**src/ts2d_pkg.sv**
```systemverilog
// Shared types, constants and arithmetic helpers of the 2D transform stack.
package ts2d_pkg;

    localparam int TS_STACK_DEPTH  = 16;
    localparam int TS_CORDIC_STEPS = 16;

    localparam int TRANS_W = 24;
    localparam int ANG_W   = 16;
    localparam int SCALE_W = 24;
    localparam int IN_W    = 16;
    localparam int CW      = 34;   // CORDIC x, y, z
    localparam int CS_W    = 18;   // cosine and sine, Q2.16
    localparam int MA_W    = 24;
    localparam int MB_W    = 23;
    localparam int PROD_W  = MA_W + MB_W;
    localparam int B_W     = 44;   // c*tx - s*ty
    localparam int BL_W    = 22;
    localparam int ACC_W   = 70;
    localparam int OUT_W   = 32;

    localparam logic signed [SCALE_W-1:0] ONE_Q12  = 24'sd4096;
    localparam logic signed [CS_W-1:0]    ONE_Q16  = 18'sd65536;
    localparam logic signed [CW-1:0]      GAIN_Q30 = 34'sd652032874;

    // actions
    localparam logic [2:0] ACT_PUSH_COPY = 3'd0;
    localparam logic [2:0] ACT_PUSH_CMB  = 3'd1;
    localparam logic [2:0] ACT_POP       = 3'd2;
    localparam logic [2:0] ACT_IDENTITY  = 3'd3;
    localparam logic [2:0] ACT_TRANSLATE = 3'd4;
    localparam logic [2:0] ACT_ROTATE    = 3'd5;
    localparam logic [2:0] ACT_SCALE     = 3'd6;
    localparam logic [2:0] ACT_READ      = 3'd7;

    // status codes
    localparam logic [1:0] ST_OK        = 2'd0;
    localparam logic [1:0] ST_OVERFLOW  = 2'd1;
    localparam logic [1:0] ST_UNDERFLOW = 2'd2;

    // datapath operations
    localparam int OP_W = 5;
    localparam logic [OP_W-1:0] OP_NONE = 5'd0;
    localparam logic [OP_W-1:0] OP_RD   = 5'd1;
    localparam logic [OP_W-1:0] OP_SX   = 5'd2;
    localparam logic [OP_W-1:0] OP_SY   = 5'd3;
    localparam logic [OP_W-1:0] OP_WR   = 5'd4;
    localparam logic [OP_W-1:0] OP_RD2  = 5'd5;
    localparam logic [OP_W-1:0] OP_LD   = 5'd6;
    localparam logic [OP_W-1:0] OP_CORD = 5'd7;
    localparam logic [OP_W-1:0] OP_FIN  = 5'd8;
    localparam logic [OP_W-1:0] OP_P0   = 5'd9;
    localparam logic [OP_W-1:0] OP_P1   = 5'd10;
    localparam logic [OP_W-1:0] OP_P2   = 5'd11;
    localparam logic [OP_W-1:0] OP_P3   = 5'd12;
    localparam logic [OP_W-1:0] OP_M00  = 5'd13;
    localparam logic [OP_W-1:0] OP_M01  = 5'd14;
    localparam logic [OP_W-1:0] OP_M10  = 5'd15;
    localparam logic [OP_W-1:0] OP_M11  = 5'd16;
    localparam logic [OP_W-1:0] OP_OXL  = 5'd17;
    localparam logic [OP_W-1:0] OP_OXH  = 5'd18;
    localparam logic [OP_W-1:0] OP_RNDX = 5'd19;
    localparam logic [OP_W-1:0] OP_OYL  = 5'd20;
    localparam logic [OP_W-1:0] OP_OYH  = 5'd21;
    localparam logic [OP_W-1:0] OP_RNDY = 5'd22;

    localparam int MSEQ_LEN = 14;
    localparam int MSEQ_W   = 4;

    typedef struct packed {
        logic signed [TRANS_W-1:0] tx;
        logic signed [TRANS_W-1:0] ty;
        logic [ANG_W-1:0]          ang;
        logic signed [SCALE_W-1:0] scx;
        logic signed [SCALE_W-1:0] scy;
    } level_t;

    typedef struct packed {
        logic [OP_W-1:0] op;
        logic            capture;
        logic            out_load;
    } dp_cmd_t;

    typedef struct packed {
        logic cordic_last;
    } dp_stat_t;

    localparam level_t IDENTITY_LEVEL = '{tx: '0, ty: '0, ang: '0,
                                          scx: ONE_Q12, scy: ONE_Q12};

    function automatic logic [OP_W-1:0] mseq_op(input logic [MSEQ_W-1:0] idx);
        logic [OP_W-1:0] op;
        begin
            case (idx)
                4'd0:    op = OP_P0;
                4'd1:    op = OP_P1;
                4'd2:    op = OP_P2;
                4'd3:    op = OP_P3;
                4'd4:    op = OP_M00;
                4'd5:    op = OP_M01;
                4'd6:    op = OP_M10;
                4'd7:    op = OP_M11;
                4'd8:    op = OP_OXL;
                4'd9:    op = OP_OXH;
                4'd10:   op = OP_RNDX;
                4'd11:   op = OP_OYL;
                4'd12:   op = OP_OYH;
                4'd13:   op = OP_RNDY;
                default: op = OP_NONE;
            endcase
            return op;
        end
    endfunction

    // arctangent of 2^-i in units of 2^32 per turn
    function automatic logic signed [CW-1:0] atan_turn(input logic [4:0] idx);
        logic [31:0] v;
        begin
            case (idx)
                5'd0:    v = 32'h20000000;
                5'd1:    v = 32'h12E4051E;
                5'd2:    v = 32'h09FB385B;
                5'd3:    v = 32'h051111D4;
                5'd4:    v = 32'h028B0D43;
                5'd5:    v = 32'h0145D7E1;
                5'd6:    v = 32'h00A2F61E;
                5'd7:    v = 32'h00517C55;
                5'd8:    v = 32'h0028BE53;
                5'd9:    v = 32'h00145F2F;
                5'd10:   v = 32'h000A2F98;
                5'd11:   v = 32'h000517CC;
                5'd12:   v = 32'h00028BE6;
                5'd13:   v = 32'h000145F3;
                5'd14:   v = 32'h0000A2FA;
                5'd15:   v = 32'h0000517D;
                5'd16:   v = 32'h000028BE;
                5'd17:   v = 32'h0000145F;
                5'd18:   v = 32'h00000A30;
                5'd19:   v = 32'h00000518;
                5'd20:   v = 32'h0000028C;
                5'd21:   v = 32'h00000146;
                5'd22:   v = 32'h000000A3;
                5'd23:   v = 32'h00000051;
                default: v = 32'h0;
            endcase
            return $signed({2'b00, v});
        end
    endfunction

    // round half up to Q16.16 from Q.28 and saturate to 32 bits
    function automatic logic signed [OUT_W-1:0] rnd_sat32(input logic signed [ACC_W-1:0] v);
        logic signed [ACC_W-1:0] r;
        begin
            r = (v + ACC_W'(2048)) >>> 12;
            if (r > $signed(ACC_W'(64'h7FFFFFFF)))
                return 32'sh7FFFFFFF;
            else if (r < -$signed(ACC_W'(64'h80000000)))
                return 32'sh80000000;
            else
                return r[OUT_W-1:0];
        end
    endfunction

    function automatic logic signed [SCALE_W-1:0] rnd_sat24(input logic signed [PROD_W-1:0] p);
        logic signed [PROD_W-1:0] r;
        begin
            r = (p + PROD_W'(2048)) >>> 12;
            if (r > $signed(PROD_W'(24'h7FFFFF)))
                return 24'sh7FFFFF;
            else if (r < -$signed(PROD_W'(24'h800000)))
                return 24'sh800000;
            else
                return r[SCALE_W-1:0];
        end
    endfunction

    function automatic logic signed [TRANS_W-1:0] add_sat24(input logic signed [TRANS_W-1:0] a,
                                                            input logic signed [IN_W-1:0] b);
        logic signed [TRANS_W:0] s;
        begin
            s = {a[TRANS_W-1], a} + (TRANS_W+1)'(b);
            if (s[TRANS_W] != s[TRANS_W-1])
                return s[TRANS_W] ? 24'sh800000 : 24'sh7FFFFF;
            else
                return s[TRANS_W-1:0];
        end
    endfunction

endpackage

```
**src/ts2d_ctrl.sv**
```systemverilog
// Sequencer of the transform stack: handshakes and datapath operation order.
module ts2d_ctrl
(
    input  logic               clk,
    input  logic               rst_n,
    input  logic               in_valid,
    output logic               in_stall,
    output logic               out_valid,
    input  logic               out_stall,
    output ts2d_pkg::dp_cmd_t  cmd,
    input  ts2d_pkg::dp_stat_t stat
);
    import ts2d_pkg::*;

    localparam logic [3:0] S_IDLE = 4'd0;
    localparam logic [3:0] S_RD   = 4'd1;
    localparam logic [3:0] S_SX   = 4'd2;
    localparam logic [3:0] S_SY   = 4'd3;
    localparam logic [3:0] S_SDRN = 4'd4;
    localparam logic [3:0] S_WR   = 4'd5;
    localparam logic [3:0] S_RD2  = 4'd6;
    localparam logic [3:0] S_LD   = 4'd7;
    localparam logic [3:0] S_CORD = 4'd8;
    localparam logic [3:0] S_FIN  = 4'd9;
    localparam logic [3:0] S_MSEQ = 4'd10;
    localparam logic [3:0] S_DRN  = 4'd11;
    localparam logic [3:0] S_OUT  = 4'd12;

    logic [3:0]        state_reg, state_next;
    logic [MSEQ_W-1:0] mseq_reg, mseq_next;
    logic              out_valid_reg, out_valid_next;
    logic              accept;
    logic              load_ok;

    assign in_stall = (state_reg != S_IDLE);
    assign accept   = in_valid && !in_stall;
    assign out_valid = out_valid_reg;
    assign load_ok  = !out_valid_reg || !out_stall;

    always_comb
    begin
        state_next   = state_reg;
        mseq_next    = mseq_reg;
        cmd.op       = OP_NONE;
        cmd.capture  = 1'b0;
        cmd.out_load = 1'b0;
        case (state_reg)
            S_IDLE:
            begin
                if (accept)
                begin
                    cmd.capture = 1'b1;
                    state_next  = S_RD;
                end
            end
            S_RD:
            begin
                cmd.op     = OP_RD;
                state_next = S_SX;
            end
            S_SX:
            begin
                cmd.op     = OP_SX;
                state_next = S_SY;
            end
            S_SY:
            begin
                cmd.op     = OP_SY;
                state_next = S_SDRN;
            end
            S_SDRN:
            begin
                state_next = S_WR;
            end
            S_WR:
            begin
                cmd.op     = OP_WR;
                state_next = S_RD2;
            end
            S_RD2:
            begin
                cmd.op     = OP_RD2;
                state_next = S_LD;
            end
            S_LD:
            begin
                cmd.op     = OP_LD;
                state_next = S_CORD;
            end
            S_CORD:
            begin
                cmd.op = OP_CORD;
                if (stat.cordic_last)
                    state_next = S_FIN;
            end
            S_FIN:
            begin
                cmd.op     = OP_FIN;
                mseq_next  = '0;
                state_next = S_MSEQ;
            end
            S_MSEQ:
            begin
                cmd.op    = mseq_op(mseq_reg);
                mseq_next = mseq_reg + MSEQ_W'(1);
                if (mseq_reg == MSEQ_W'(MSEQ_LEN - 1))
                    state_next = S_DRN;
            end
            S_DRN:
            begin
                state_next = S_OUT;
            end
            S_OUT:
            begin
                // hold until the output register is free
                if (load_ok)
                begin
                    cmd.out_load = 1'b1;
                    state_next   = S_IDLE;
                end
            end
            default:
            begin
                state_next = S_IDLE;
            end
        endcase
    end

    always_comb
    begin
        out_valid_next = out_valid_reg;
        if (cmd.out_load)
            out_valid_next = 1'b1;
        else if (out_valid_reg && !out_stall)
            out_valid_next = 1'b0;
    end

    always_ff @(posedge clk or negedge rst_n)
    begin
        if (!rst_n)
        begin
            state_reg     <= S_IDLE;
            mseq_reg      <= '0;
            out_valid_reg <= 1'b0;
        end
        else
        begin
            state_reg     <= state_next;
            mseq_reg      <= mseq_next;
            out_valid_reg <= out_valid_next;
        end
    end

    a_no_overwrite: assert property (@(posedge clk) disable iff (!rst_n)
        cmd.out_load |-> !(out_valid_reg && out_stall))
        else $error("result register overwritten while stalled");

    a_accept_starts: assert property (@(posedge clk) disable iff (!rst_n)
        accept |=> (state_reg == S_RD))
        else $error("accepted transfer did not start the sequence");

endmodule

```
**config.mk**
```make
export PLATFORM = sky130hd
export DESIGN_NAME = ts2d_ctrl
export DESIGN_NICKNAME = d
export VERILOG_FILES = /design/src/ts2d_pkg.sv /design/src/ts2d_ctrl.sv
export SDC_FILE = /design/constraint.sdc
export NUM_CORES = 1
export LEC_CHECK = 0
export BUFFER_PORTS_ARGS = -buffer_cell sky130_fd_sc_hd__buf_2
export CAP_MARGIN = 0
export CORE_MARGIN = 2
export CORE_UTILIZATION = 52
export DETAILED_ROUTE_END_ITERATION = 10
export GPL_ROUTABILITY_DRIVEN = 0
export PLACE_DENSITY_LB_ADDON = 0.15
export SLEW_MARGIN = 20
export SYNTH_ARGS = -nofsm -noshare
export SYNTH_HDL_FRONTEND = slang
export SYNTH_SLANG_ARGS = --single-unit
```
**constraint.sdc**
```tcl
create_clock -name clk -period 2 [get_ports clk]
set_clock_uncertainty 0.2 [all_clocks]
set_input_delay 0.4 -clock clk [delete_from_list [all_inputs] [get_ports clk]]
set_output_delay 0.4 -clock clk [all_outputs]
set_load 0.02 [all_outputs]
```
==> results.tsv, run 1 <==
metric	value	unit
Worst path max stage delay	430	ps
Slew Limit Fails	0	
register area share after synthesis	0.323	
clk buf depth	2	
Slew @ Worst Pin	508	ps
n_diodes	0	
Final Hold Fails	0	
CTS tree	built	
Yosys warning total	0	
Tot GR Track Use	0.250	
top cell type's share of synthesized area	0.323	
flop-to-flop setup slack	220	ps
dpl cells	102	
area leader, netlist	dfrtp_1	
FP Rows	13	
vias per std cell	5.90	
final worst slack	-69.4	ps
Hold Crit Start	out_stall	
DR DRC count	0	
Core Box Area	1270	um^2
fin crit share	1.03	
failing checks	setup timing	
Mapped Area	697	um^2
met1 Usage GRT	0.354	
Synth top cells by count	dfrtp_1 (9), a21oi_1 (8), nand2_1 (6), nor2_1 (6), ha_1 (5)	
EDFF count, synth	0	
critical path arrival	1470	ps
clk root buf	clkbuf_4	
CTS HTree Levels	1	
DR vias	690	
cts bufs inserted	3	
largest net degree at the start of global routing	12	
# clock sinks	9	
Final HPWL DP	1040	um
Critical Path Sink Type	primary output	
Detailed Route Iter0 Violations	25	
syn_area_per_cell	8.82	um^2
crit start category	register	
vias in the first global route	559	
Most Used Layer, Global Route	met2	
number of max-cap violations	0	
Syn-to-layout area delta	33.6	%
Hold Path Class	in -> reg	
layout cells sized above 1	0.441	
R2R cell count	5	
met3 GRT Util	0.0598	
Crit-path slowest cell	dfrtp_2	
antenna-violating nets left	0	
ys flop type	dfrtp_1	
Async S/R FF share, synth	1.00	
status	complete, but fails checks	
worst r2r src	state_reg[1]	
Max Freq	483	MHz
IO Pins	14	
Die Ht	40.6	um
Die ar.	1650	um^2
Starting Density	0.549	
pre-CTS setup slack	103	ps
critical path class	reg -> out	
DR WL/cell	14.6	um
Final Setup Violations	4	
Hold Path Depth	2	
leakage power	0.418	nW
Post-Syn Instances	79	
WHS Endpoint	out_valid	
RSZ-0062 raised after global routing	yes	
die span in x	40.6	um
top-count cell post-synth	dfrtp_1	
Final min period	2070	ps
Critical Path, Cell by Cell	inv_2 > ha_4 > nand4b_1 > a31o_2 > buf_6	
clk_lat worst skew	270	ps
Worst slew margin	0.652	
CP delay by family, top	flip-flops	
Port Buffers	13	
worst endpoint required time	1400	ps
Pre-antenna DRT Iters	4	
Worst-path clk slew	70	ps
Power Density	1610	nW/um^2
crit-path max FO	6	
initial antenna violation count	0	
Synth Register Bits	9	
top cells by area, synth	dfrtp_1 (32%), ha_1 (9.0%), a21oi_1 (5.7%)	
Max VDD drop	915	uV
Layout Cells excl Fill	117	
Setup TNS	-172	ps
gr ovfl total	0	
Routed Wire Length	1710	um
global-route wire length before repair	2620	um
Buf+Inv Stages, Crit Path	2	
post-synth cell types	34	
Fin Hold WS	175	ps
Layout Nets	113	
R2R Path End	state_reg[0]	
met2 usage	0.361	
Mapped Nets	89	
==> stage by stage <==
| stage | utilization | power (mW) | instance area (um^2) |
|---|---|---|---|
| after floorplan | - | 0.884 | 697 |
| after global placement | 0.600 | 1.06 | 761 |
| after detailed placement | 0.600 | 1.06 | 761 |
| after CTS | 0.702 | 1.40 | 891 |
| after global routing | 0.734 | 1.62 | 931 |
| final | 0.734 | 1.50 | 931 |
==> final cells by class <==
class                           instances  area [um^2]
Multi-Input combinational cell         60          462
Fill cell                              93          338
Sequential cell                         9          230
Timing Repair Buffer                   27          186
Clock buffer                            4         26.3
Tap cell                               15         18.8
Inverter                                2         7.51
==> worst max-delay path by stage <==
stage | startpoint | end | slack [ps] | cells after the start
2_1_floorplan | state_reg[2] | cmd[4] | 170 | 4
3_3_place_gp | mseq_reg[0] | cmd[2] | 110 | 5
3_5_place_dp | mseq_reg[1] | cmd[2] | 100 | 5
4_1_cts | mseq_reg[0] | cmd[6] | -70 | 4
5_1_grt | mseq_reg[0] | cmd[4] | -150 | 5
6_report | mseq_reg[1] | cmd[2] | -70 | 5
==> metal layers <==
layer | wire, um | part of all wire
met1 | 799 | 0.47
met2 | 777 | 0.46
met3 | 116 | 0.068
met4 | 11 | 0.0065
met5 | 0 | 0
==> cells by family (layout without fill, tap and decap cells) <==
kind of cell | after synthesis | after routing | share of synthesized area
buffers and inverters | 10 | 33 | 0.0718
XOR/XNOR | 1 | 1 | 0.0126
flip-flops | 9 | 9 | 0.323
AO/OA/AOI/OAI | 23 | 23 | 0.232
AND/OR/NAND/NOR | 28 | 28 | 0.226
adder cells (fa/ha/maj) | 5 | 5 | 0.0898
multiplexers | 3 | 3 | 0.0449
==> placed cells by master, fill, tap and decap left out, drive strengths merged <==
cell type / count
a32o: 1
a31oi: 1
a2111oi: 1
nor3b: 1
a21oi: 8
nand3b: 1
o2bb2ai: 1
buf: 26
mux2i: 2
ha: 5
a22o: 3
xnor2: 1
dfrtp: 9
dlygate4sd3: 1
nand4b: 1
and4bb: 1
o211a: 1
o31ai: 1
or2: 1
mux2: 1
a31o: 1
nor2: 6
nand2: 6
o221ai: 1
nand3: 4
o21a: 1
inv: 2
clkbuf: 4
and4: 1
nor4: 1
and3: 1
o21ai: 2
a211o: 1
nand2b: 4
==> power breakdown <==
| group | leakage [nW] | switching, mW | internal (mW) | total (mW) |
|---|---|---|---|---|
| Sequential | 0.112 | 0.122 | 0.257 | 0.379 |
| Combinational | 0.292 | 0.485 | 0.488 | 0.973 |
| Clock | 0.0150 | 0.0732 | 0.0772 | 0.150 |
| Total | 0.418 | 0.680 | 0.822 | 1.50 |
==> repair_timing <==
action                                 CTS  global route
buffers inserted                         9             1
pin swaps                                2             3
cloned                                   0             0
endpoints found under the hold margin    9             0
setup endpoints to repair                7             7
gates resized for setup                 16             7
hold buffers                             1             0
Note: power is estimated with default switching activity, not from simulation.
==> run 2: changes to the inputs <==
--- a/config.mk
+++ b/config.mk
@@ -8,7 +8,7 @@
 export BUFFER_PORTS_ARGS = -buffer_cell sky130_fd_sc_hd__buf_2
 export CAP_MARGIN = 0
 export CORE_MARGIN = 2
-export CORE_UTILIZATION = 52
+export CORE_UTILIZATION = 25
 export DETAILED_ROUTE_END_ITERATION = 10
 export GPL_ROUTABILITY_DRIVEN = 0
 export PLACE_DENSITY_LB_ADDON = 0.15
==> results.tsv, run 2 (synthesis results as in run 1) <==
metric	value	unit
clk_lat worst skew	270	ps
Crit-path slowest cell	dfrtp_2	
Die Ht	56.8	um
Routed Wire Length	1890	um
Final Setup Violations	5	
CTS tree	built	
Hold Path Class	in -> reg	
DR DRC count	0	
vias per std cell	5.12	
Final Hold Fails	0	
Die ar.	3230	um^2
worst endpoint required time	1400	ps
Slew @ Worst Pin	337	ps
gr ovfl total	0	
Power Density	1540	nW/um^2
fin crit share	1.04	
crit start category	register	
failing checks	setup timing	
clk root buf	clkbuf_4	
antenna-violating nets left	0	
largest net degree at the start of global routing	13	
Detailed Route Iter0 Violations	18	
DR vias	696	
global-route wire length before repair	2980	um
Setup TNS	-201	ps
Syn-to-layout area delta	42.0	%
Pre-antenna DRT Iters	4	
# clock sinks	9	
Final Cell Area	990	um^2
Port Buffers	13	
crit-path max FO	5	
Final HPWL DP	1290	um
number of max-cap violations	0	
CTS HTree Levels	1	
die span in x	56.8	um
IO Pins	14	
DR WL/cell	13.9	um
Slew Limit Fails	0	
n_diodes	0	
Worst-path clk slew	70	ps
Worst path max stage delay	420	ps
Critical Path, Cell by Cell	inv_1 > ha_4 > nand4b_1 > a31o_2 > buf_4	
Fin Hold WS	176	ps
Fillers	307	
clk buf depth	2	
Final min period	2070	ps
cts bufs inserted	3	
Final Util	0.365	
Max Freq	483	MHz
pre-CTS setup slack	107	ps
Tot GR Track Use	0.126	
CP delay by family, top	flip-flops	
Layout Nets	116	
Starting Density	0.257	
most common cell after layout, fill and taps aside	buf_4	
Worst slew margin	0.769	
vias in the first global route	652	
initial antenna violation count	0	
Max VDD drop	871	uV
DP Area	826	um^2
most frequent cells in the layout	buf_4 (20), buf_2 (9), a21oi_1 (7), dfrtp_2 (7), nand2_1 (6)	
Critical Path Sink Type	primary output	
critical path arrival	1470	ps
Core Box Area	2710	um^2
FP Rows	19	
status	complete, but fails checks	
RSZ-0062 raised after global routing	yes	
layout cells sized above 1	0.495	
leakage power	0.431	nW
Buf+Inv Stages, Crit Path	2	
final worst slack	-72.5	ps
critical path class	reg -> out	
[run 2: changes by cell type in the layout (fill, tap and decap cells not counted), moves of 2 or more]
cell,change
buf_6,-2
dfrtp_2,+3
dfrtp_1,-3
buf_4,+6
[run 2: worst register-to-register path: cells and delay by family, from the launching register on]
family / cells / cell delay, ps
AND/OR/NAND/NOR: 1 / 190
flip-flops: 1 / 440
buffers and inverters: 2 / 290
AO/OA/AOI/OAI: 2 / 480
[run 2: final timing paths]
path,from,end,slack [ps],cells after the start
worst max-delay path,mseq_reg[0],cmd[2],-70,5
worst min-delay path,out_stall,out_valid,180,2
worst max register to register,state_reg[3],mseq_reg[3],280,5
worst min register to register,state_reg[3],state_reg[1],300,1
max in group asynchronous,rst_n,mseq_reg[0],1070,2
min in group asynchronous,rst_n,mseq_reg[2],320,2
[run 2: cell type report]
type	instances	area, um^2	share of cell area
Multi-Input combinational cell	60	478	0.483
Sequential cell	9	234	0.236
Inverter	2	7.51	0.00759
Timing Repair Buffer	30	205	0.207
Clock buffer	4	26.3	0.0265
Tap cell	31	38.8	0.0392
[run 2: per-stage QoR]
stage / std cells / total power, mW
after floorplan: 79 / 0.884
after global placement: 124 / 1.15
after detailed placement: 124 / 1.15
after CTS: 136 / 1.49
after global routing: 136 / 1.65
final: 136 / 1.53
[run 2: where the power goes]
group	switching (mW)	internal [mW]	leakage, nW
registers	0.137	0.261	0.108
logic	0.474	0.505	0.308
clock network	0.0732	0.0773	0.0150
[run 2: timing repair]
item                                    in CTS  in global routing
hold buffers                                 1                  0
buffers inserted                             7                  0
hold endpoints to repair                     9                  0
pin swaps                                    3                  1
cloned                                       0                  0
gates resized for setup                     17                  7
endpoints found under the setup margin       8                  7
[run 2: routing by layer]
| metal | track usage | wire length (um) | vias to the layer above |
|---|---|---|---|
| met1 | 0.160 | 862 | 329 |
| li1 | - | - | 343 |
| met4 | 0.0797 | 60 | 0 |
| met2 | 0.193 | 886 | 20 |
| met3 | 0.0253 | 77 | 4 |
| met5 | 0 | 0 | - |
==> run 3: changes to the inputs <==
--- a/config.mk
+++ b/config.mk
@@ -12,6 +12,7 @@
 export DETAILED_ROUTE_END_ITERATION = 10
 export GPL_ROUTABILITY_DRIVEN = 0
 export PLACE_DENSITY_LB_ADDON = 0.15
+export RECOVER_POWER = 25
 export SLEW_MARGIN = 20
 export SYNTH_ARGS = -nofsm -noshare
 export SYNTH_HDL_FRONTEND = slang
==> results.tsv, run 3 (synthesis results as in run 1) <==
metric	value	unit
final worst slack	-72.5	ps
status	complete, but fails checks	
Power Density	1550	nW/um^2
most frequent cells in the layout	buf_4 (20), buf_2 (8), a21oi_1 (7), dfrtp_2 (7), nand2_1 (6)	
crit-path max FO	5	
Syn-to-layout area delta	41.8	%
DR WL/cell	13.9	um
Worst slew margin	0.640	
die span in x	56.8	um
clk buf depth	2	
Die ar.	3230	um^2
Critical Path, Cell by Cell	inv_1 > ha_4 > nand4b_1 > a31o_2 > buf_4	
critical path arrival	1470	ps
Slew @ Worst Pin	540	ps
Switch Pwr	684	uW
Max Freq	483	MHz
DR vias	696	
worst endpoint required time	1400	ps
Crit-path slowest cell	dfrtp_2	
initial antenna violation count	0	
Comb pwr share	0.641	
Routed Wire Length	1890	um
Critical Path Sink Type	primary output	
IO Pins	14	
FP Rows	19	
pre-CTS setup slack	107	ps
Final Util	0.365	
Final HPWL DP	1290	um
cts bufs inserted	3	
Core Box Area	2710	um^2
crit start category	register	
leakage power	0.428	nW
CTS HTree Levels	1	
CTS tree	built	
RSZ-0062 raised after global routing	yes	
Final Hold Fails	0	
Hold Path Class	in -> reg	
Setup TNS	-201	ps
Tot GR Track Use	0.126	
DR DRC count	0	
fin crit share	1.04	
Starting Density	0.257	
# clock sinks	9	
clk_lat worst skew	270	ps
Max VDD drop	871	uV
critical path class	reg -> out	
Sw Ratio	0.448	
Layout Nets	116	
number of max-cap violations	0	
failing checks	setup timing	
vias in the first global route	652	
Slew Limit Fails	0	
Worst path max stage delay	420	ps
Final Setup Violations	5	
Buf+Inv Stages, Crit Path	2	
internal cell power	843	uW
global-route wire length before repair	2980	um
Worst-path clk slew	70	ps
Pre-antenna DRT Iters	4	
CP delay by family, top	flip-flops	
gr ovfl total	0	
Flop pwr share	0.261	
layout cells sized above 1	0.486	
Final min period	2070	ps
vias per std cell	5.12	
n_diodes	0	
Port Buffers	13	
clk root buf	clkbuf_4	
most common cell after layout, fill and taps aside	buf_4	
Detailed Route Iter0 Violations	18	
Die Ht	56.8	um
clock power share	0.099	
antenna-violating nets left	0	
largest net degree at the start of global routing	13	
-- run 3: worst paths after layout --
| check | from | end | slack (ps) | depth (start not counted) |
|---|---|---|---|---|
| worst max-delay path | mseq_reg[0] | cmd[2] | -70 | 5 |
| worst min-delay path | out_stall | out_valid | 180 | 2 |
| worst max register to register | state_reg[3] | mseq_reg[3] | 280 | 5 |
| worst min register to register | state_reg[3] | state_reg[1] | 300 | 1 |
| max in group asynchronous | rst_n | mseq_reg[0] | 790 | 2 |
| min in group asynchronous | rst_n | mseq_reg[2] | 420 | 2 |
-- run 3: what timing repair did --
action                                  in CTS  in global routing
pin swaps                                    3                  1
resized for setup                           17                  7
buffers inserted                             7                  0
hold buffers                                 1                  0
hold endpoints to repair                     9                  0
endpoints found under the setup margin       8                  7
-- run 3: per-stage QoR --
stage	cells	hold slack (ps)	instance area [um^2]	power (mW)
5_1_grt	136	174	988	1.65
2_1_floorplan	79	-95.6	697	0.884
3_5_place_dp	124	73.0	826	1.15
4_1_cts	136	174	960	1.49
6_report	136	176	988	1.53
3_3_place_gp	124	77.3	826	1.15
-- run 3: area by class of cell --
cell class / instances / area, um^2
Sequential cell: 9 / 234
Inverter: 2 / 7.51
Clock buffer: 4 / 26.3
Tap cell: 31 / 38.8
Fill cell: 308 / 1720
Timing Repair Buffer: 30 / 204
Multi-Input combinational cell: 60 / 478
-- run 3: power groups by stage --
stage          Combinational [mW]  Sequential (mW)  Clock [mW]
4_1_cts                     0.957            0.382       0.152
3_3_place_gp                0.764            0.387           0
6_report                    0.979            0.398       0.150
5_1_grt                      1.07            0.415       0.163
2_1_floorplan               0.564            0.320           0
3_5_place_dp                0.761            0.391           0
-- run 3: metal layers --
| metal | up-vias | share of wire | GRT usage |
|---|---|---|---|
| li1 | 343 | - | - |
| met1 | 329 | 0.46 | 0.160 |
| met2 | 20 | 0.47 | 0.193 |
| met3 | 4 | 0.041 | 0.0253 |
| met4 | 0 | 0.032 | 0.0797 |
| met5 | - | 0 | 0 |
